==> config.mk <==
export PLATFORM = sky130hd
export DESIGN_NAME = rpp_cordic_stage
export DESIGN_NICKNAME = d
export VERILOG_FILES = /design/src/hdl/rpp_pkg.sv /design/src/hdl/rpp_cordic_stage.sv
export SDC_FILE = /design/constraint.sdc
export NUM_CORES = 1
export LEC_CHECK = 0
export BUFFER_PORTS_ARGS = -buffer_cell sky130_fd_sc_hd__buf_2
export CORE_MARGIN = 2
export CORE_UTILIZATION = 50
export CTS_BUF_LIST = sky130_fd_sc_hd__clkbuf_8 sky130_fd_sc_hd__clkbuf_16
export CTS_CLUSTER_DIAMETER = 120
export CTS_CLUSTER_SIZE = 24
export DETAILED_ROUTE_END_ITERATION = 16
export GPL_TIMING_DRIVEN = 0
export PLACE_DENSITY = 0.78
export SETUP_SLACK_MARGIN = 0.1
export SKIP_CTS_REPAIR_TIMING = 1
export SYNTH_ARGS = -nofsm -noshare
export SYNTH_HDL_FRONTEND = slang
export SYNTH_SLANG_ARGS = --single-unit
==> constraint.sdc <==
create_clock -name aclk -period 5.35 [get_ports aclk]
set_input_delay 0.535 -clock aclk [delete_from_list [all_inputs] [get_ports aclk]]
set_output_delay 0.535 -clock aclk [all_outputs]
set_load 0.1 [all_outputs]
==> src/hdl/rpp_pkg.sv <==
package rpp_pkg;

    // Angle formats: degrees Q8 at the input side, degrees Q20 in the rotator
    localparam int ANGLE_WIDTH     = 18;
    localparam int TURN_W          = 19;
    localparam int ANG_W           = 30;
    localparam int ANG_Q20_SHIFT   = 12;
    localparam int DEG_HALF_TURN   = 180;
    localparam int DEG_Q8_ONE      = 256;
    localparam int HALF_TURN_Q8    = DEG_HALF_TURN * DEG_Q8_ONE;
    localparam int FULL_TURN_Q8    = 2 * HALF_TURN_Q8;
    localparam int QUARTER_TURN_Q8 = HALF_TURN_Q8 / 2;

    // Rotator gain compensation, Q24
    localparam int GAIN_W        = 25;
    localparam int GAIN_SHIFT    = 24;
    localparam int GAIN_INF_Q24  = 10188014;
    localparam int GAIN_CORR_Q24 = 6792009;
    localparam int TABLE_LEN     = 24;

    // Extra bits over the coordinate width: sign of the difference, Q24 gain, headroom
    localparam int XW_EXTRA = 27;

    typedef logic signed [TURN_W-1:0] turn_t;
    typedef logic signed [ANG_W-1:0]  angle_t;
    typedef logic signed [GAIN_W-1:0] gain_t;

    // atan(2^-i) in degrees, Q20, rounded to nearest
    function automatic angle_t atan_q20(input int idx);
        angle_t val;
        case (idx)
            0:       val = angle_t'(47185920);
            1:       val = angle_t'(27855475);
            2:       val = angle_t'(14718068);
            3:       val = angle_t'(7471121);
            4:       val = angle_t'(3750058);
            5:       val = angle_t'(1876857);
            6:       val = angle_t'(938658);
            7:       val = angle_t'(469357);
            8:       val = angle_t'(234682);
            9:       val = angle_t'(117342);
            10:      val = angle_t'(58671);
            11:      val = angle_t'(29335);
            12:      val = angle_t'(14668);
            13:      val = angle_t'(7334);
            14:      val = angle_t'(3667);
            15:      val = angle_t'(1833);
            16:      val = angle_t'(917);
            17:      val = angle_t'(458);
            18:      val = angle_t'(229);
            19:      val = angle_t'(115);
            20:      val = angle_t'(57);
            21:      val = angle_t'(29);
            22:      val = angle_t'(14);
            23:      val = angle_t'(7);
            default: val = '0;
        endcase
        return val;
    endfunction

    // Inverse rotator gain for a given number of micro-rotations, Q24
    function automatic gain_t gain_q24(input int steps);
        longint g;
        g = longint'(GAIN_INF_Q24) + (longint'(GAIN_CORR_Q24) >>> (2 * steps));
        return g[GAIN_W-1:0];
    endfunction

endpackage

==> src/hdl/rpp_cordic_stage.sv <==
module rpp_cordic_stage #(
    parameter int COORD_WIDTH = 24,
    parameter int XW          = COORD_WIDTH + 27,
    parameter int STAGE       = 0
) (
    input  logic                          aclk,
    input  logic                          aresetn,
    input  logic                          in_valid,
    output logic                          in_ready,
    input  logic signed [XW-1:0]          in_x,
    input  logic signed [XW-1:0]          in_y,
    input  rpp_pkg::angle_t               in_t,
    input  logic signed [COORD_WIDTH-1:0] in_cx,
    input  logic signed [COORD_WIDTH-1:0] in_cy,
    output logic                          out_valid,
    input  logic                          out_ready,
    output logic signed [XW-1:0]          out_x,
    output logic signed [XW-1:0]          out_y,
    output rpp_pkg::angle_t               out_t,
    output logic signed [COORD_WIDTH-1:0] out_cx,
    output logic signed [COORD_WIDTH-1:0] out_cy
);
    import rpp_pkg::*;

    localparam angle_t ATAN = atan_q20(STAGE);

    logic                 en;
    logic                 v_reg;
    logic signed [XW-1:0] xs, ys, x_next, y_next, x_reg, y_reg;
    angle_t               t_next, t_reg;
    logic signed [COORD_WIDTH-1:0] cx_reg, cy_reg;

    assign en       = !v_reg || out_ready;
    assign in_ready = en;

    // One micro-rotation; direction follows the sign of the residual angle
    always_comb begin
        xs = in_x >>> STAGE;
        ys = in_y >>> STAGE;
        if (!in_t[ANG_W-1]) begin
            x_next = in_x - ys;
            y_next = in_y + xs;
            t_next = in_t - ATAN;
        end else begin
            x_next = in_x + ys;
            y_next = in_y - xs;
            t_next = in_t + ATAN;
        end
    end

    always_ff @(posedge aclk) begin
        if (!aresetn) begin
            v_reg <= 1'b0;
        end else if (en) begin
            v_reg <= in_valid;
        end
    end

    always_ff @(posedge aclk) begin
        if (en) begin
            x_reg  <= x_next;
            y_reg  <= y_next;
            t_reg  <= t_next;
            cx_reg <= in_cx;
            cy_reg <= in_cy;
        end
    end

    assign out_valid = v_reg;
    assign out_x     = x_reg;
    assign out_y     = y_reg;
    assign out_t     = t_reg;
    assign out_cx    = cx_reg;
    assign out_cy    = cy_reg;

endmodule

==> results.py <==
metrics = {
    "cts": {
        "clockBufferDepth": 2,
        "htreeDepth": 4,
        "tritoncts": "yes",
        "path_clk_slew_ns": 0.08,
        "clk_latency_ns": 0.45,
        "ctsRootBufferMaster": "clkbuf_16",
        "numCtsBuffers": 17,
        "cts.sinks": 180,
    },
    "cells_and_area": {
        "layout.nets": 2459,
        "fin_util_pct": 60.31,
        "fill_cells": 2702,
        "syn2layout_area_growth_pct": 19.37,
        "final_common_cell": "buf_2",
        "final_cell_mix": "buf_2 (380), a21oi_1 (219), edfxtp_1 (179), ha_1 (173), inv_1 (169)",
        "drive_gt1_share_pct": 21.00,
    },
    "sta": {
        "slew_headroom_pct": 10.94,
        "fin_crit_ns": 4.625,
        "rsz0062_at_grt": "false",
        "tightest_slew_ns": 1.336,
        "slew_viol_final": 0,
        "fmax_mhz": 216.2,
        "setup_tns_ns": 0,
        "hold_viol": 0,
        "fin_crit_sh_pct": 86.44,
        "setup_violations": 0,
        "fin_skew_ns": 0.02149,
    },
    "die": {
        "initial_core_util_pct": 50.52,
        "io_pins": 366,
        "dieHeight_um": 179.4,
        "core_sq_um": 30430,
        "rows": 64,
        "die_area_sq_um": 32170,
        "die_x_um": 179.4,
    },
    "power_and_ir_drop": {
        "ir_drop_uv": 273.9,
        "power_density_nw_per_um2": 358.5,
        "power_w": 0.006579,
        "p_leak_nw": 8.257,
    },
    "placed_design": {
        "io_buffer_count": 365,
        "gp_congestion": 1.018,
        "detailed_place_hpwl_um": 45930,
    },
    "drt": {
        "antenna_left": 0,
        "num_vias": 15190,
        "drc_errors": 0,
        "drt_iter0_drc": 1584,
        "first_pass_iters": 6,
        "drt-vias-per-instance": 6.051,
        "routed_wl_um": 57720,
        "wire_per_inst_um": 23.00,
    },
    "global_route": {
        "grt_pass1_wl_um": 83780,
        "grt_pass1_vias": 14470,
        "grt_max_degree": 76,
        "overflow": 0,
        "grt_usage_pct": 34.66,
        "antenna_found_initial": 3,
    },
    "logic_synthesis": {
        "synth_seq_cells": 180,
        "syn_area_sq_um": 15370,
        "ys_seq_area_share_pct": 35.09,
        "synthArstFlopShare_pct": 0,
        "synth_edf_count": 179,
        "synthesis.nets": 2073,
        "synth_area_per_cell_sq_um": 8.980,
        "postSynthCellCount": 1712,
        "synth_cell_types": 83,
        "ys_warn_count": 0,
        "synth_top_flop_cell": "edfxtp_1",
    },
    "worst_hold_path": {
        "hold_depth": 1,
        "min_path_type": "in -> reg",
    },
    "critical_path": {
        "crit_type": "in -> reg",
        "critical_path.endpoint_type": "register",
        "rrSetupSlack_ns": 3.71,
        "path_max_fanout": 15,
        "r2r_cells": 2,
        "setup.worst_path.start_class": "input pin",
        "cp.required_ns": 5.64,
        "crit_arrival_ns": 4.92,
    },
    "run_status": {
        "status": "finished, final reports clean",
    },
    "run": {
        "max_cap_violations": 0,
    },
}
==> critical path, stage by stage <==
cell      delay, ns
buf_2          0.14
clkbuf_1       0.26
inv_1          0.14
clkbuf_1       0.47
clkbuf_1       0.56
clkbuf_1       1.04
ha_1           0.42
a21o_1         0.16
a21oi_1        0.26
o21bai_1       0.10
a21oi_1        0.24
o21bai_1       0.09
a21oi_1        0.23
o21bai_1       0.09
a21oi_1        0.15
==> kinds of logic (layout without fill, tap and decap cells) <==
logic type	after synthesis	after routing	share of synthesized area, %
xor+xnor	103	103	5.868
mux	23	23	1.506
flops	180	180	35.09
fa+ha+maj	177	177	14.60
simple gates	394	394	12.26
other cells	0	4	0
buf+inv	248	646	6.283
compound gates	587	587	24.38
==> path summary, 6_finish.rpt <==
check / from / endpoint
hold reg to reg: out_valid / out_cx[12]
hold / removal: in_t[15] / out_t[15]
setup reg to reg: out_valid / out_x[38]
setup / recovery: in_t[29] / out_t[29]
==> layer usage <==
layer  vias up  GRT usage [%]  routed length [um]  share of wire [%]
met5         -              0                   0                  0
met4         0          18.85                3251                5.6
met3       198          6.498                5018                8.7
met2       874          57.33               27020                 47
met1      7157          42.79               22430                 39
li1       6960              -                   -                  -
==> state kept, by name, indices dropped and copies added (netlist names) <==
register   count
out_cy        24
out_t         30
out_x         51
out_cx        24
out_valid      1
out_y         50
==> report_power, final <==
group | internal, W | switching, W | total [W] | leakage [nW]
clock network | 0.000630 | 0.000658 | 0.00129 | 0.286
registers | 0.00184 | 0.0000577 | 0.00190 | 1.86
logic | 0.000654 | 0.00274 | 0.00339 | 6.11
==> cell usage after synthesis, drive strengths merged, types with 9 or more instances <==
cell,count,area share (%)
o21bai,47,2.3
nor3,28,0.91
nand3,24,0.78
nor2,134,3.3
o21a,12,0.59
buf,30,0.93
nor2b,14,0.57
nand2b,20,0.81
nand2,89,2.2
a21boi,9,0.44
o31ai,17,0.83
a211oi,18,0.98
ha,173,14
or3,11,0.45
inv,170,4.2
o31a,10,0.63
o21ai,111,3.6
edfxtp,179,35
nand4,29,1.2
clkbuf,44,1.1
mux2i,22,1.4
o211ai,15,0.73
a21oi,220,7.2
a221oi,10,0.65
nor4,13,0.53
a21o,42,2.1
a31oi,16,0.65
xnor2,97,5.5
==> through the flow <==
step / cells / area (sq um) / hold slack, ns / setup slack [ns]
after floorplan: 1712 / 15380 / 0.6339 / 1.150
after global placement: 2473 / 17700 / 0.7117 / 0.3231
after detailed placement: 2475 / 17760 / 0.7138 / 0.4754
after CTS: 2506 / 18340 / 0.2552 / 0.8974
after global routing: 2509 / 18350 / 0.2519 / 0.5876
final: 2510 / 18350 / 0.2632 / 0.7253
==> area by class of cell <==
type	instances	area (sq um)	area share (%)
plain buffers	74	307.8	1.677
repair buffers	367	1882	10.25
diodes	4	10.01	0.05454
multi-input cells	1284	9020	49.15
clock buffers	17	425.4	2.318
inverters	174	658.1	3.586
clock inverters	14	157.7	0.8591
flip-flops and latches	180	5395	29.40
well taps	396	495.5	2.700
(Power assumes the default switching activity.)
