==> config.mk <==
export PLATFORM = sky130hd
export DESIGN_NAME = rpp_post
export DESIGN_NICKNAME = d
export VERILOG_FILES = /design/src/hdl/rpp_pkg.sv /design/src/hdl/rpp_post.sv
export SDC_FILE = /design/constraint.sdc
export NUM_CORES = 1
export LEC_CHECK = 0
export BUFFER_PORTS_ARGS = -buffer_cell sky130_fd_sc_hd__buf_2
export CORE_MARGIN = 4
export CORE_UTILIZATION = 55
export CTS_CLUSTER_SIZE = 40
export DETAILED_ROUTE_END_ITERATION = 8
export PLACE_DENSITY_LB_ADDON = 0.2
export SYNTH_ARGS = -nofsm -noshare
export SYNTH_HDL_FRONTEND = slang
export SYNTH_SLANG_ARGS = --single-unit
==> constraint.sdc <==
create_clock -name aclk -period 6.17 [get_ports aclk]
set_input_delay 0.617 -clock aclk [delete_from_list [all_inputs] [get_ports aclk]]
set_output_delay 0.617 -clock aclk [all_outputs]
set_load 0.005 [all_outputs]
==> src/hdl/rpp_pkg.sv <==
package rpp_pkg;

    // Angle formats: degrees Q8 at the input side, degrees Q20 in the rotator
    localparam int ANGLE_WIDTH     = 18;
    localparam int TURN_W          = 19;
    localparam int ANG_W           = 30;
    localparam int ANG_Q20_SHIFT   = 12;
    localparam int DEG_HALF_TURN   = 180;
    localparam int DEG_Q8_ONE      = 256;
    localparam int HALF_TURN_Q8    = DEG_HALF_TURN * DEG_Q8_ONE;
    localparam int FULL_TURN_Q8    = 2 * HALF_TURN_Q8;
    localparam int QUARTER_TURN_Q8 = HALF_TURN_Q8 / 2;

    // Rotator gain compensation, Q24
    localparam int GAIN_W        = 25;
    localparam int GAIN_SHIFT    = 24;
    localparam int GAIN_INF_Q24  = 10188014;
    localparam int GAIN_CORR_Q24 = 6792009;
    localparam int TABLE_LEN     = 24;

    // Extra bits over the coordinate width: sign of the difference, Q24 gain, headroom
    localparam int XW_EXTRA = 27;

    typedef logic signed [TURN_W-1:0] turn_t;
    typedef logic signed [ANG_W-1:0]  angle_t;
    typedef logic signed [GAIN_W-1:0] gain_t;

    // atan(2^-i) in degrees, Q20, rounded to nearest
    function automatic angle_t atan_q20(input int idx);
        angle_t val;
        case (idx)
            0:       val = angle_t'(47185920);
            1:       val = angle_t'(27855475);
            2:       val = angle_t'(14718068);
            3:       val = angle_t'(7471121);
            4:       val = angle_t'(3750058);
            5:       val = angle_t'(1876857);
            6:       val = angle_t'(938658);
            7:       val = angle_t'(469357);
            8:       val = angle_t'(234682);
            9:       val = angle_t'(117342);
            10:      val = angle_t'(58671);
            11:      val = angle_t'(29335);
            12:      val = angle_t'(14668);
            13:      val = angle_t'(7334);
            14:      val = angle_t'(3667);
            15:      val = angle_t'(1833);
            16:      val = angle_t'(917);
            17:      val = angle_t'(458);
            18:      val = angle_t'(229);
            19:      val = angle_t'(115);
            20:      val = angle_t'(57);
            21:      val = angle_t'(29);
            22:      val = angle_t'(14);
            23:      val = angle_t'(7);
            default: val = '0;
        endcase
        return val;
    endfunction

    // Inverse rotator gain for a given number of micro-rotations, Q24
    function automatic gain_t gain_q24(input int steps);
        longint g;
        g = longint'(GAIN_INF_Q24) + (longint'(GAIN_CORR_Q24) >>> (2 * steps));
        return g[GAIN_W-1:0];
    endfunction

endpackage

==> src/hdl/rpp_post.sv <==
module rpp_post #(
    parameter int COORD_WIDTH = 24,
    parameter int XW          = COORD_WIDTH + 27
) (
    input  logic                          aclk,
    input  logic                          aresetn,
    input  logic                          in_valid,
    output logic                          in_ready,
    input  logic signed [XW-1:0]          in_x,
    input  logic signed [XW-1:0]          in_y,
    input  logic signed [COORD_WIDTH-1:0] in_cx,
    input  logic signed [COORD_WIDTH-1:0] in_cy,
    output logic                          out_valid,
    input  logic                          out_ready,
    output logic signed [COORD_WIDTH-1:0] out_x,
    output logic signed [COORD_WIDTH-1:0] out_y
);
    import rpp_pkg::*;

    localparam int RW = XW - GAIN_SHIFT;
    localparam int SW = RW + 1;
    localparam logic signed [XW-1:0] HALF_LSB = XW'(1) <<< (GAIN_SHIFT - 1);
    localparam logic signed [COORD_WIDTH-1:0] SAT_HI = {1'b0, {(COORD_WIDTH-1){1'b1}}};
    localparam logic signed [COORD_WIDTH-1:0] SAT_LO = {1'b1, {(COORD_WIDTH-1){1'b0}}};

    logic en1, en2;
    logic v1_reg, v2_reg;
    logic signed [XW-1:0] xa, ya;
    logic signed [RW-1:0] xr_reg, yr_reg;
    logic signed [COORD_WIDTH-1:0] cx1_reg, cy1_reg;
    logic signed [SW-1:0] sx, sy;
    logic signed [COORD_WIDTH-1:0] ox_next, oy_next, ox_reg, oy_reg;

    assign en2      = !v2_reg || out_ready;
    assign en1      = !v1_reg || en2;
    assign in_ready = en1;

    // Round half up out of Q24
    assign xa = in_x + HALF_LSB;
    assign ya = in_y + HALF_LSB;

    // Add the pivot back and clamp to the coordinate range
    assign sx = SW'(cx1_reg) + SW'(xr_reg);
    assign sy = SW'(cy1_reg) + SW'(yr_reg);

    always_comb begin
        if (sx[SW-1:COORD_WIDTH-1] == {(SW-COORD_WIDTH+1){sx[SW-1]}}) begin
            ox_next = sx[COORD_WIDTH-1:0];
        end else begin
            ox_next = sx[SW-1] ? SAT_LO : SAT_HI;
        end
        if (sy[SW-1:COORD_WIDTH-1] == {(SW-COORD_WIDTH+1){sy[SW-1]}}) begin
            oy_next = sy[COORD_WIDTH-1:0];
        end else begin
            oy_next = sy[SW-1] ? SAT_LO : SAT_HI;
        end
    end

    always_ff @(posedge aclk) begin
        if (!aresetn) begin
            v1_reg <= 1'b0;
            v2_reg <= 1'b0;
        end else begin
            if (en1) v1_reg <= in_valid;
            if (en2) v2_reg <= v1_reg;
        end
    end

    always_ff @(posedge aclk) begin
        if (en1) begin
            xr_reg  <= xa[XW-1:GAIN_SHIFT];
            yr_reg  <= ya[XW-1:GAIN_SHIFT];
            cx1_reg <= in_cx;
            cy1_reg <= in_cy;
        end
        if (en2) begin
            ox_reg <= ox_next;
            oy_reg <= oy_next;
        end
    end

    assign out_valid = v2_reg;
    assign out_x     = ox_reg;
    assign out_y     = oy_reg;

endmodule

==> impl_metrics.tcl <==
set metrics [dict create \
    tritoncts "yes" \
    synth_edf_count 150 \
    antenna_found_initial 0 \
    synthXorXnorAreaFrac_pct 10.5 \
    die_y_um 133 \
    finalWorstSetupSlack_ps 2060 \
    cts-root-buf "clkbuf_16" \
    leakage_nw 4.11 \
    place_inst 1090 \
    viasPerCell 5.53 \
    swShare_pct 26.9 \
    r2r_setup_slack_ps 2060 \
    worstPathRequired_ps 6290 \
    core_area_um2 15300 \
    cp_slowest_stage_delay_ps 650 \
    fill_cells 1196 \
    overflow 0 \
    cts_setup_buffers 0 \
    gp_congestion 0.864 \
    drive_above_1_share_pct 22.3 \
    drv_slew 0 \
    status "finished clean" \
    vias 6205 \
    fmax_ghz 0.243 \
    port_buffers 157 \
    cts-buffers-inserted 17 \
    tns_ps 0 \
    hold_violations 0 \
    synth.top_cell.area_share_pct 52.5 \
    max_cap_violations 0 \
    synthesis.area_um2 8590 \
    die_w_um 133 \
    routed_wl_mm 18.1 \
    p_seq_share_pct 43.8 \
    yosys.area_share.simple_pct 10.9 \
    synth_compound_area_share_pct 15.1 \
    clkPwrFrac_pct 35.3 \
    drt-wirelength-per-cell_um 16.2 \
    holdBufCountCts 0 \
    synth_ff_type "edfxtp_1" \
    cp_slowest_cell "o41a_1" \
    htreeDepth 4 \
    finalCriticalPeriod_ps 4110 \
    firstDrtPassIters 4 \
    dp_hpwl_mm 14.1 \
    start_util_pct 56.3 \
    cp-end-kind "register" \
    p_int_mw 2.22 \
    cp-start-kind "register" \
    synthTopCellsByArea "edfxtp_1 (52%), ha_1 (8.2%), xnor2_1 (6.5%), xor2_1 (4.0%), a21oi_1 (3.5%)" \
    final_common_cell "buf_2" \
    synth_fa_ha_area_share_pct 8.63 \
    synthCells 737 \
    synth_cell_type_count 58 \
    final-seq-area_um2 4540 \
    post-place-ws_ps 2130 \
    timing.final.crit_share_pct 66.6 \
    n_antenna_cell 0 \
    postSynthAreaPerCell_um2 11.6 \
    grt_first_pass_wirelength_mm 29.3 \
    synth_top_area_cell "edfxtp_1" \
    io-pin-count 204 \
    clock_skew_ps 9.29 \
    p_per_area_nw_per_um2 298 \
    critPathMaxFanout 23 \
    final_util_pct 66.8 \
    fp.dieArea_um2 17700 \
    antenna_left 0 \
    cpMostUsedCell "a221oi_1" \
    multi_input_area_um2 3910 \
    critical_path_class "register to register" \
    final_cell_mix "buf_2 (157), edfxtp_1 (150), xnor2_1 (64)" \
    async_reset_ff_share_pct 0 \
    drt-initial-drc-count 445 \
    grt_max_degree 53 \
    crit_chain "ha_1 > fa_1 > a211oi_1 > o21bai_1 > a221oi_1 > o22ai_1 > a221oi_1 > xor2_1 > o41a_1 > o21ai_0" \
    peakVddDrop_mv 0.197 \
    postCtsResizedCells 0 \
    clk_latency_ps 420 \
    ys_ff_latch 152 \
    cp.arrival_ps 4230 \
    placementRows 45 \
    nets 1110 \
    rsz0062_at_grt "no" \
    ys_seq_area_share_pct 52.9 \
    instances_no_fill 1122 \
    area_growth_pct 18.7 \
    cts_max_path_buffers 2 \
    synth_top_family_by_area "compound AO/OA/AOI/OAI gates" \
    synth_mux_area_share_pct 0.248 \
    post-route-drc-count 0 \
    yosys_warnings 0 \
    pwr-share-comb_pct 20.9 \
    path_clk_slew_ps 70 \
    relSlewSlack_pct 27.8 \
    hold_path_class "input pin to register" \
    syn_nets 949 \
    switchingPower_mw 0.816 \
    holdWs_ps 363 \
    grt_pass1_vias 6235 \
    track_usage_pct 20.8 \
    setup_viol 0 \
    clock_sinks 152 \
    worstMarginPinSlew_ps 1080 \
]
-- layout make-up --
| type | count | share of cell area [%] |
|---|---|---|
| Clock buffer | 17 | 4.17 |
| Clock inverter | 15 | 1.84 |
| Inverter | 17 | 0.626 |
| Multi-Input combinational cell | 552 | 38.4 |
| Sequential cell | 152 | 44.6 |
| Tap cell | 211 | 2.59 |
| Timing Repair Buffer | 158 | 7.78 |
-- metal layers --
layer  GRT usage [%]  vias up  routed length, um
li1                -     3113                  -
met1            23.2     2893               7220
met2            38.2      164               9580
met3            4.83       35                893
met4            8.37        0                449
met5               0        -                  0
-- synth_stat cells (7+ instances only) --
cell	instances
nor3_1	7
nand3_1	29
nor2_1	32
o21a_1	26
o21ai_1	10
clkbuf_1	10
nand4_1	18
and3_1	12
xnor2_1	64
nand2_1	62
o21bai_1	9
inv_1	17
and2_1	7
edfxtp_1	150
xor2_1	39
o21ai_0	40
a21oi_1	60
a21o_1	14
ha_1	56
-- cell families after synthesis --
group                    count (synthesis)
XOR/XNOR                               103
adder cells (fa/ha/maj)                 58
buffers and inverters                   33
AND/OR/NAND/NOR                        190
AO/OA/AOI/OAI                          199
flip-flops                             152
multiplexers                             2
-- worst max-delay path, delay by kind of cell, from the launching register on --
| family | cells | cell delay, ps |
|---|---|---|
| XOR/XNOR | 1 | 210 |
| flip-flops | 1 | 410 |
| adder cells (fa/ha/maj) | 2 | 680 |
| AO/OA/AOI/OAI | 7 | 2500 |
-- path summary, 6_finish.rpt --
path / startpoint / endpoint / depth (start not counted)
setup / recovery: yr_reg[0] / out_y[11] / 10
hold / removal: in_cy[22] / cy1_reg[22] / 1
setup reg to reg: yr_reg[0] / out_y[11] / 10
hold reg to reg: v1_reg / out_valid / 1
-- per-stage QoR --
| step | instance area, um2 | total power, mW |
|---|---|---|
| floorplan | 8590 | 1.76 |
| global placement | 9580 | 1.97 |
| detailed placement | 9580 | 1.98 |
| CTS | 10200 | 3.06 |
| global route | 10200 | 3.18 |
| finish | 10200 | 3.04 |
-- power by group through the flow --
stage | clock [mW] | combinational, mW | sequential (mW)
final | 1.07 | 0.634 | 1.33
after global routing | 1.14 | 0.702 | 1.34
after CTS | 1.09 | 0.637 | 1.33
after detailed placement | 0 | 0.632 | 1.35
after global placement | 0 | 0.622 | 1.35
after floorplan | 0 | 0.399 | 1.36
Power figures use the tool's default switching activity.
