`config.mk`:
```
export PLATFORM = sky130hd
export DESIGN_NAME = rpp_prep
export DESIGN_NICKNAME = d
export VERILOG_FILES = /design/src/hdl/rpp_pkg.sv /design/src/hdl/rpp_prep.sv
export SDC_FILE = /design/constraint.sdc
export NUM_CORES = 2
export LEC_CHECK = 0
export BUFFER_PORTS_ARGS = -buffer_cell sky130_fd_sc_hd__clkbuf_2
export CORE_UTILIZATION = 59
export DETAILED_ROUTE_END_ITERATION = 10
export GPL_ROUTABILITY_DRIVEN = 0
export GPL_TIMING_DRIVEN = 0
export PLACE_DENSITY = 0.83
export SETUP_SLACK_MARGIN = 0.3
export SLEW_MARGIN = 20
export SYNTH_ARGS = -nofsm -noshare
export SYNTH_HDL_FRONTEND = slang
export SYNTH_SLANG_ARGS = --single-unit
```
`constraint.sdc`:
```
create_clock -name aclk -period 10.8 [get_ports aclk]
set_input_delay 1.08 -clock aclk [delete_from_list [all_inputs] [get_ports aclk]]
set_output_delay 1.08 -clock aclk [all_outputs]
set_load 0.05 [all_outputs]
```
`src/hdl/rpp_pkg.sv`:
```
package rpp_pkg;

    // Angle formats: degrees Q8 at the input side, degrees Q20 in the rotator
    localparam int ANGLE_WIDTH     = 18;
    localparam int TURN_W          = 19;
    localparam int ANG_W           = 30;
    localparam int ANG_Q20_SHIFT   = 12;
    localparam int DEG_HALF_TURN   = 180;
    localparam int DEG_Q8_ONE      = 256;
    localparam int HALF_TURN_Q8    = DEG_HALF_TURN * DEG_Q8_ONE;
    localparam int FULL_TURN_Q8    = 2 * HALF_TURN_Q8;
    localparam int QUARTER_TURN_Q8 = HALF_TURN_Q8 / 2;

    // Rotator gain compensation, Q24
    localparam int GAIN_W        = 25;
    localparam int GAIN_SHIFT    = 24;
    localparam int GAIN_INF_Q24  = 10188014;
    localparam int GAIN_CORR_Q24 = 6792009;
    localparam int TABLE_LEN     = 24;

    // Extra bits over the coordinate width: sign of the difference, Q24 gain, headroom
    localparam int XW_EXTRA = 27;

    typedef logic signed [TURN_W-1:0] turn_t;
    typedef logic signed [ANG_W-1:0]  angle_t;
    typedef logic signed [GAIN_W-1:0] gain_t;

    // atan(2^-i) in degrees, Q20, rounded to nearest
    function automatic angle_t atan_q20(input int idx);
        angle_t val;
        case (idx)
            0:       val = angle_t'(47185920);
            1:       val = angle_t'(27855475);
            2:       val = angle_t'(14718068);
            3:       val = angle_t'(7471121);
            4:       val = angle_t'(3750058);
            5:       val = angle_t'(1876857);
            6:       val = angle_t'(938658);
            7:       val = angle_t'(469357);
            8:       val = angle_t'(234682);
            9:       val = angle_t'(117342);
            10:      val = angle_t'(58671);
            11:      val = angle_t'(29335);
            12:      val = angle_t'(14668);
            13:      val = angle_t'(7334);
            14:      val = angle_t'(3667);
            15:      val = angle_t'(1833);
            16:      val = angle_t'(917);
            17:      val = angle_t'(458);
            18:      val = angle_t'(229);
            19:      val = angle_t'(115);
            20:      val = angle_t'(57);
            21:      val = angle_t'(29);
            22:      val = angle_t'(14);
            23:      val = angle_t'(7);
            default: val = '0;
        endcase
        return val;
    endfunction

    // Inverse rotator gain for a given number of micro-rotations, Q24
    function automatic gain_t gain_q24(input int steps);
        longint g;
        g = longint'(GAIN_INF_Q24) + (longint'(GAIN_CORR_Q24) >>> (2 * steps));
        return g[GAIN_W-1:0];
    endfunction

endpackage

```
`src/hdl/rpp_prep.sv`:
```
module rpp_prep #(
    parameter int COORD_WIDTH    = 24,
    parameter int ROTATION_STEPS = 16,
    parameter int XW             = COORD_WIDTH + 27
) (
    input  logic                                   aclk,
    input  logic                                   aresetn,
    input  logic                                   in_valid,
    output logic                                   in_ready,
    input  logic signed [COORD_WIDTH-1:0]          point_x,
    input  logic signed [COORD_WIDTH-1:0]          point_y,
    input  logic signed [COORD_WIDTH-1:0]          pivot_x,
    input  logic signed [COORD_WIDTH-1:0]          pivot_y,
    input  logic signed [rpp_pkg::ANGLE_WIDTH-1:0] angle_deg,
    output logic                                   out_valid,
    input  logic                                   out_ready,
    output logic signed [XW-1:0]                   out_x,
    output logic signed [XW-1:0]                   out_y,
    output rpp_pkg::angle_t                        out_t,
    output logic signed [COORD_WIDTH-1:0]          out_cx,
    output logic signed [COORD_WIDTH-1:0]          out_cy
);
    import rpp_pkg::*;

    localparam int DW = COORD_WIDTH + 1;
    localparam int PW = DW + GAIN_W;
    localparam gain_t GAIN = gain_q24(ROTATION_STEPS);
    localparam turn_t HALF_S     = turn_t'(HALF_TURN_Q8);
    localparam turn_t NEG_HALF_S = turn_t'(-HALF_TURN_Q8);
    localparam turn_t FULL_S     = turn_t'(FULL_TURN_Q8);
    localparam turn_t QUART_S    = turn_t'(QUARTER_TURN_Q8);
    localparam turn_t NEG_QUART_S = turn_t'(-QUARTER_TURN_Q8);

    logic en1, en2, en3;
    logic v1_reg, v2_reg, v3_reg;

    // Stage 1: differences and angle reduction to one turn
    logic signed [DW-1:0] dx1_reg, dy1_reg, dx1_next, dy1_next;
    turn_t t1_reg, t1_next, neg_a;
    logic signed [COORD_WIDTH-1:0] cx1_reg, cy1_reg;

    // Stage 2: quarter-turn fold
    logic signed [DW-1:0] dx2_reg, dy2_reg, dx2_next, dy2_next;
    turn_t t2_reg, t2_next;
    logic signed [COORD_WIDTH-1:0] cx2_reg, cy2_reg;

    // Stage 3: gain pre-scale
    logic signed [PW-1:0] px_prod, py_prod;
    logic signed [XW-1:0] x3_reg, y3_reg;
    angle_t t3_reg, t3_next;
    logic signed [COORD_WIDTH-1:0] cx3_reg, cy3_reg;

    assign en3      = !v3_reg || out_ready;
    assign en2      = !v2_reg || en3;
    assign en1      = !v1_reg || en2;
    assign in_ready = en1;

    always_comb begin
        dx1_next = {point_x[COORD_WIDTH-1], point_x} - {pivot_x[COORD_WIDTH-1], pivot_x};
        dy1_next = {point_y[COORD_WIDTH-1], point_y} - {pivot_y[COORD_WIDTH-1], pivot_y};
        neg_a = turn_t'(0) - {{(TURN_W-ANGLE_WIDTH){angle_deg[ANGLE_WIDTH-1]}}, angle_deg};
        if (neg_a >= HALF_S) begin
            t1_next = neg_a - FULL_S;
        end else if (neg_a < NEG_HALF_S) begin
            t1_next = neg_a + FULL_S;
        end else begin
            t1_next = neg_a;
        end
    end

    always_comb begin
        if (t1_reg > QUART_S) begin
            dx2_next = -dy1_reg;
            dy2_next = dx1_reg;
            t2_next  = t1_reg - QUART_S;
        end else if (t1_reg < NEG_QUART_S) begin
            dx2_next = dy1_reg;
            dy2_next = -dx1_reg;
            t2_next  = t1_reg + QUART_S;
        end else begin
            dx2_next = dx1_reg;
            dy2_next = dy1_reg;
            t2_next  = t1_reg;
        end
    end

    assign px_prod = dx2_reg * GAIN;
    assign py_prod = dy2_reg * GAIN;
    assign t3_next = angle_t'(t2_reg) <<< ANG_Q20_SHIFT;

    always_ff @(posedge aclk) begin
        if (!aresetn) begin
            v1_reg <= 1'b0;
            v2_reg <= 1'b0;
            v3_reg <= 1'b0;
        end else begin
            if (en1) v1_reg <= in_valid;
            if (en2) v2_reg <= v1_reg;
            if (en3) v3_reg <= v2_reg;
        end
    end

    always_ff @(posedge aclk) begin
        if (en1) begin
            dx1_reg <= dx1_next;
            dy1_reg <= dy1_next;
            t1_reg  <= t1_next;
            cx1_reg <= pivot_x;
            cy1_reg <= pivot_y;
        end
        if (en2) begin
            dx2_reg <= dx2_next;
            dy2_reg <= dy2_next;
            t2_reg  <= t2_next;
            cx2_reg <= cx1_reg;
            cy2_reg <= cy1_reg;
        end
        if (en3) begin
            x3_reg  <= XW'(px_prod);
            y3_reg  <= XW'(py_prod);
            t3_reg  <= t3_next;
            cx3_reg <= cx2_reg;
            cy3_reg <= cy2_reg;
        end
    end

    assign out_valid = v3_reg;
    assign out_x     = x3_reg;
    assign out_y     = y3_reg;
    assign out_t     = t3_reg;
    assign out_cx    = cx3_reg;
    assign out_cy    = cy3_reg;

`ifndef NO_ASSERTIONS
    a_reduced_range: assert property (@(posedge aclk) disable iff (!aresetn)
        v1_reg |-> (t1_reg >= NEG_HALF_S) && (t1_reg < HALF_S))
        else $error("reduced angle outside half turn");

    a_folded_range: assert property (@(posedge aclk) disable iff (!aresetn)
        v2_reg |-> (t2_reg >= NEG_QUART_S) && (t2_reg <= QUART_S))
        else $error("folded angle outside quarter turn");

    a_stage3_hold: assert property (@(posedge aclk) disable iff (!aresetn)
        v3_reg && !out_ready |=> v3_reg && $stable(t3_reg) && $stable(x3_reg))
        else $error("stalled prescale stage changed");
`endif

endmodule

```
==> flow_summary.toml <==
[status]
status = "complete, but fails checks"
violations = "design-rule violations"

[die]
rows = 99
io_pins = 300
die_h_um = 274.9
die_width_um = 274.9
dieArea_um2 = 75560
core_um2 = 73330
start_util_pct = 59.91

[routing]
detail_route.iter0.violations = 2440
first_pass_iters = 11
drtAntennaViolNets = 0
vias = 29820
avgRoutedWirePerCell_um = 19.23
post-route-drc-count = 4
vias_per_cell = 5.592
drt_wl_total_um = 102500

[setup_path]
cp_data_arrival_time_ns = 8.43
worst_r2r_path_depth = 21
critPathRequiredTime_ns = 11.13
cpPeakStageDelay_ns = 0.85
path_max_fanout = 20
crit_type = "register to register"
crit_path_start_kind = "register"
critPathCaptureType = "register"
crit_top_cell = "fa_1"
path_cells = "buf_8, buf_8, buf_1, xor2_1, fa_1, fa_1, fa_1, inv_1, fa_1, fa_1, inv_1, fa_1, inv_1, ha_1, clkbuf_1, nand3_1, nand2b_1, o31ai_1, a31oi_1, o41ai_1, xor2_1"
slowest_stage = "edfxtp_1"

[global_routing]
grt.total_usage_pct = 27.91
grt_pass1_wl_um = 164000
overflow = 0
grt_pass1_vias = 31670
antenna_found_initial = 1
grt_max_degree = 84

[synthesis]
avgSynthCellArea_um2 = 11.03
synth-seq-cells = 400
synthCells = 3982
synth-warning-count = 0
yosysSeqAreaShare_pct = 27.27
synth_edf_count = 397
ys.flop_type = "edfxtp_1"
synth_area_um2 = 43930
ys_async_sr_fraction_pct = 0
ys_types = 78

[clock_tree]
cts_made_buffers = 46
cts_root_buf = "clkbuf_16"
clk_latency_ns = 0.62
cts.sinks = 400
cts_setup_buffers = 0
clk_pin_slew_worst_paths_ns = 0.06
clockBufferDepth = 3
cts_tree = "done"
cts_resized = 0
ctsHtreeMaxLevel = 2
postCtsHoldBufs = 0

[finish]
syn_to_final_growth_pct = 10.14
drive_gt1_share_pct = 9.812
fillers = 5350
nets = 5644

[timing]
fmaxAchievable_mhz = 123.4
period_share_pct = 75.03
setup_violations = 0
worst_clock_skew_ns = 0.03146
worst_slew_pin_slew_ns = 1.056
rsz0062_at_grt = "false"
maxSlewViolCount = 0
slew-limit-headroom_pct = 27.77
hold_viol_final = 0
tns_ns = 0
finalCriticalPeriod_ns = 8.103

[hold_path]
hold_class = "register to register"
whs_path_depth = 0

[placement]
dpl.hpwl_um = 83420
place.port_buffers = 282

[flow_run]
cap_violations = 0
==> worst paths after layout <==
kind	startpoint	to	slack, ns
hold / removal	cy2_reg[3]	out_cy[3]	0.41
setup reg to reg	dx2_reg[24]	out_x[47]	2.70
hold reg to reg	cy2_reg[3]	out_cy[3]	0.41
setup / recovery	dx2_reg[24]	out_x[47]	2.70
==> per-stage QoR <==
step	area (um^2)	hold slack, ns	util [%]	std cells	setup WS (ns)
6_report	48390	0.4140	65.99	5332	2.697
3_5_place_dp	46810	0.4045	63.84	5246	2.716
3_3_place_gp	46590	0.4004	63.54	5236	1.903
5_1_grt	48390	0.4205	65.99	5332	2.122
4_1_cts	48390	0.4143	65.98	5331	2.666
2_1_floorplan	43980	0.4003	-	3995	3.269
==> worst max-delay path: cells and delay by family, from the launching register on <==
family	cells	cell delay, ns
adders and majority gates	7	3.29
and+or+nand+nor	2	0.41
AOI/OAI and AO/OA	3	1.33
xor gates and xnor gates	2	0.45
buffers and inverters	7	1.49
DFF	1	0.85
==> Yosys cell counts (all sizes together) (8+ instances only) <==
master	number	area, um^2
inv	994	3731
fa	600	12010
ha	591	7395
edfxtp	397	11920
a21oi	160	800.8
o21ai	126	630.6
xnor2	125	1095
nor2	120	450.4
nand2	119	449.2
xor2	99	867.1
a21o	94	706.9
nor3	56	295.3
clkbuf	43	191.4
nand3	32	160.2
or3	32	227.7
nor2b	28	175.2
a221o	27	271.5
nand2b	23	143.9
a31oi	22	137.6
nor3b	22	165.2
o21bai	22	165.2
o21a	21	157.7
buf	19	138.9
nand4	18	112.6
or2	16	100.1
a211oi	15	112.6
o22ai	15	93.84
and2	14	87.58
o211ai	13	97.59
and3	12	75.07
o31ai	9	67.56
or4	8	63.81
==> per-layer routing <==
layer	global-route usage (%)	part of all wire (%)
met1	34.79	39
met2	47.28	49
met3	5.665	8.0
met4	12.01	4.4
met5	0	0
==> cell families after synthesis <==
| family | after synthesis | share of synthesized area [%] |
|---|---|---|
| xor+xnor | 224 | 4.466 |
| simple gates | 515 | 5.972 |
| mux | 6 | 0.1396 |
| flops | 400 | 27.27 |
| other cells | 1 | 0.008536 |
| compound gates | 589 | 8.726 |
| buf+inv | 1056 | 9.244 |
| fa+ha+maj | 1191 | 44.17 |
==> placed cells by master (no fill, tap or decap), types with 26 or more instances in the layout <==
cell type | netlist | final
nor2_1 | 120 | 120
xor2_1 | 99 | 99
a21oi_1 | 160 | 160
clkbuf_1 | 40 | 46
nand3_1 | 32 | 31
nand2_1 | 118 | 117
edfxtp_1 | 397 | 397
nor2b_1 | 28 | 28
a21o_1 | 93 | 93
o21ai_0 | 126 | 126
ha_1 | 591 | 591
xnor2_1 | 125 | 125
a221o_1 | 26 | 26
fa_1 | 600 | 600
inv_1 | 994 | 993
clkbuf_2 | 0 | 282
clkbuf_16 | 0 | 47
nor3_1 | 53 | 53
==> area by class of cell <==
| cell class | instances | area (um^2) | area share (%) |
|---|---|---|---|
| Antenna cell | 1 | 2.502 | 0.005171 |
| Buffer | 62 | 330.3 | 0.6826 |
| Clock buffer | 53 | 1199 | 2.477 |
| Clock inverter | 32 | 376.6 | 0.7783 |
| Inverter | 994 | 3739 | 7.726 |
| Multi-Input combinational cell | 2539 | 27960 | 57.78 |
| Sequential cell | 400 | 11980 | 24.76 |
| Tap cell | 959 | 1200 | 2.480 |
| Timing Repair Buffer | 292 | 1602 | 3.310 |
Power is not shown: default switching activity piles up to over one toggle a cycle in this logic, so the estimate is an artifact.
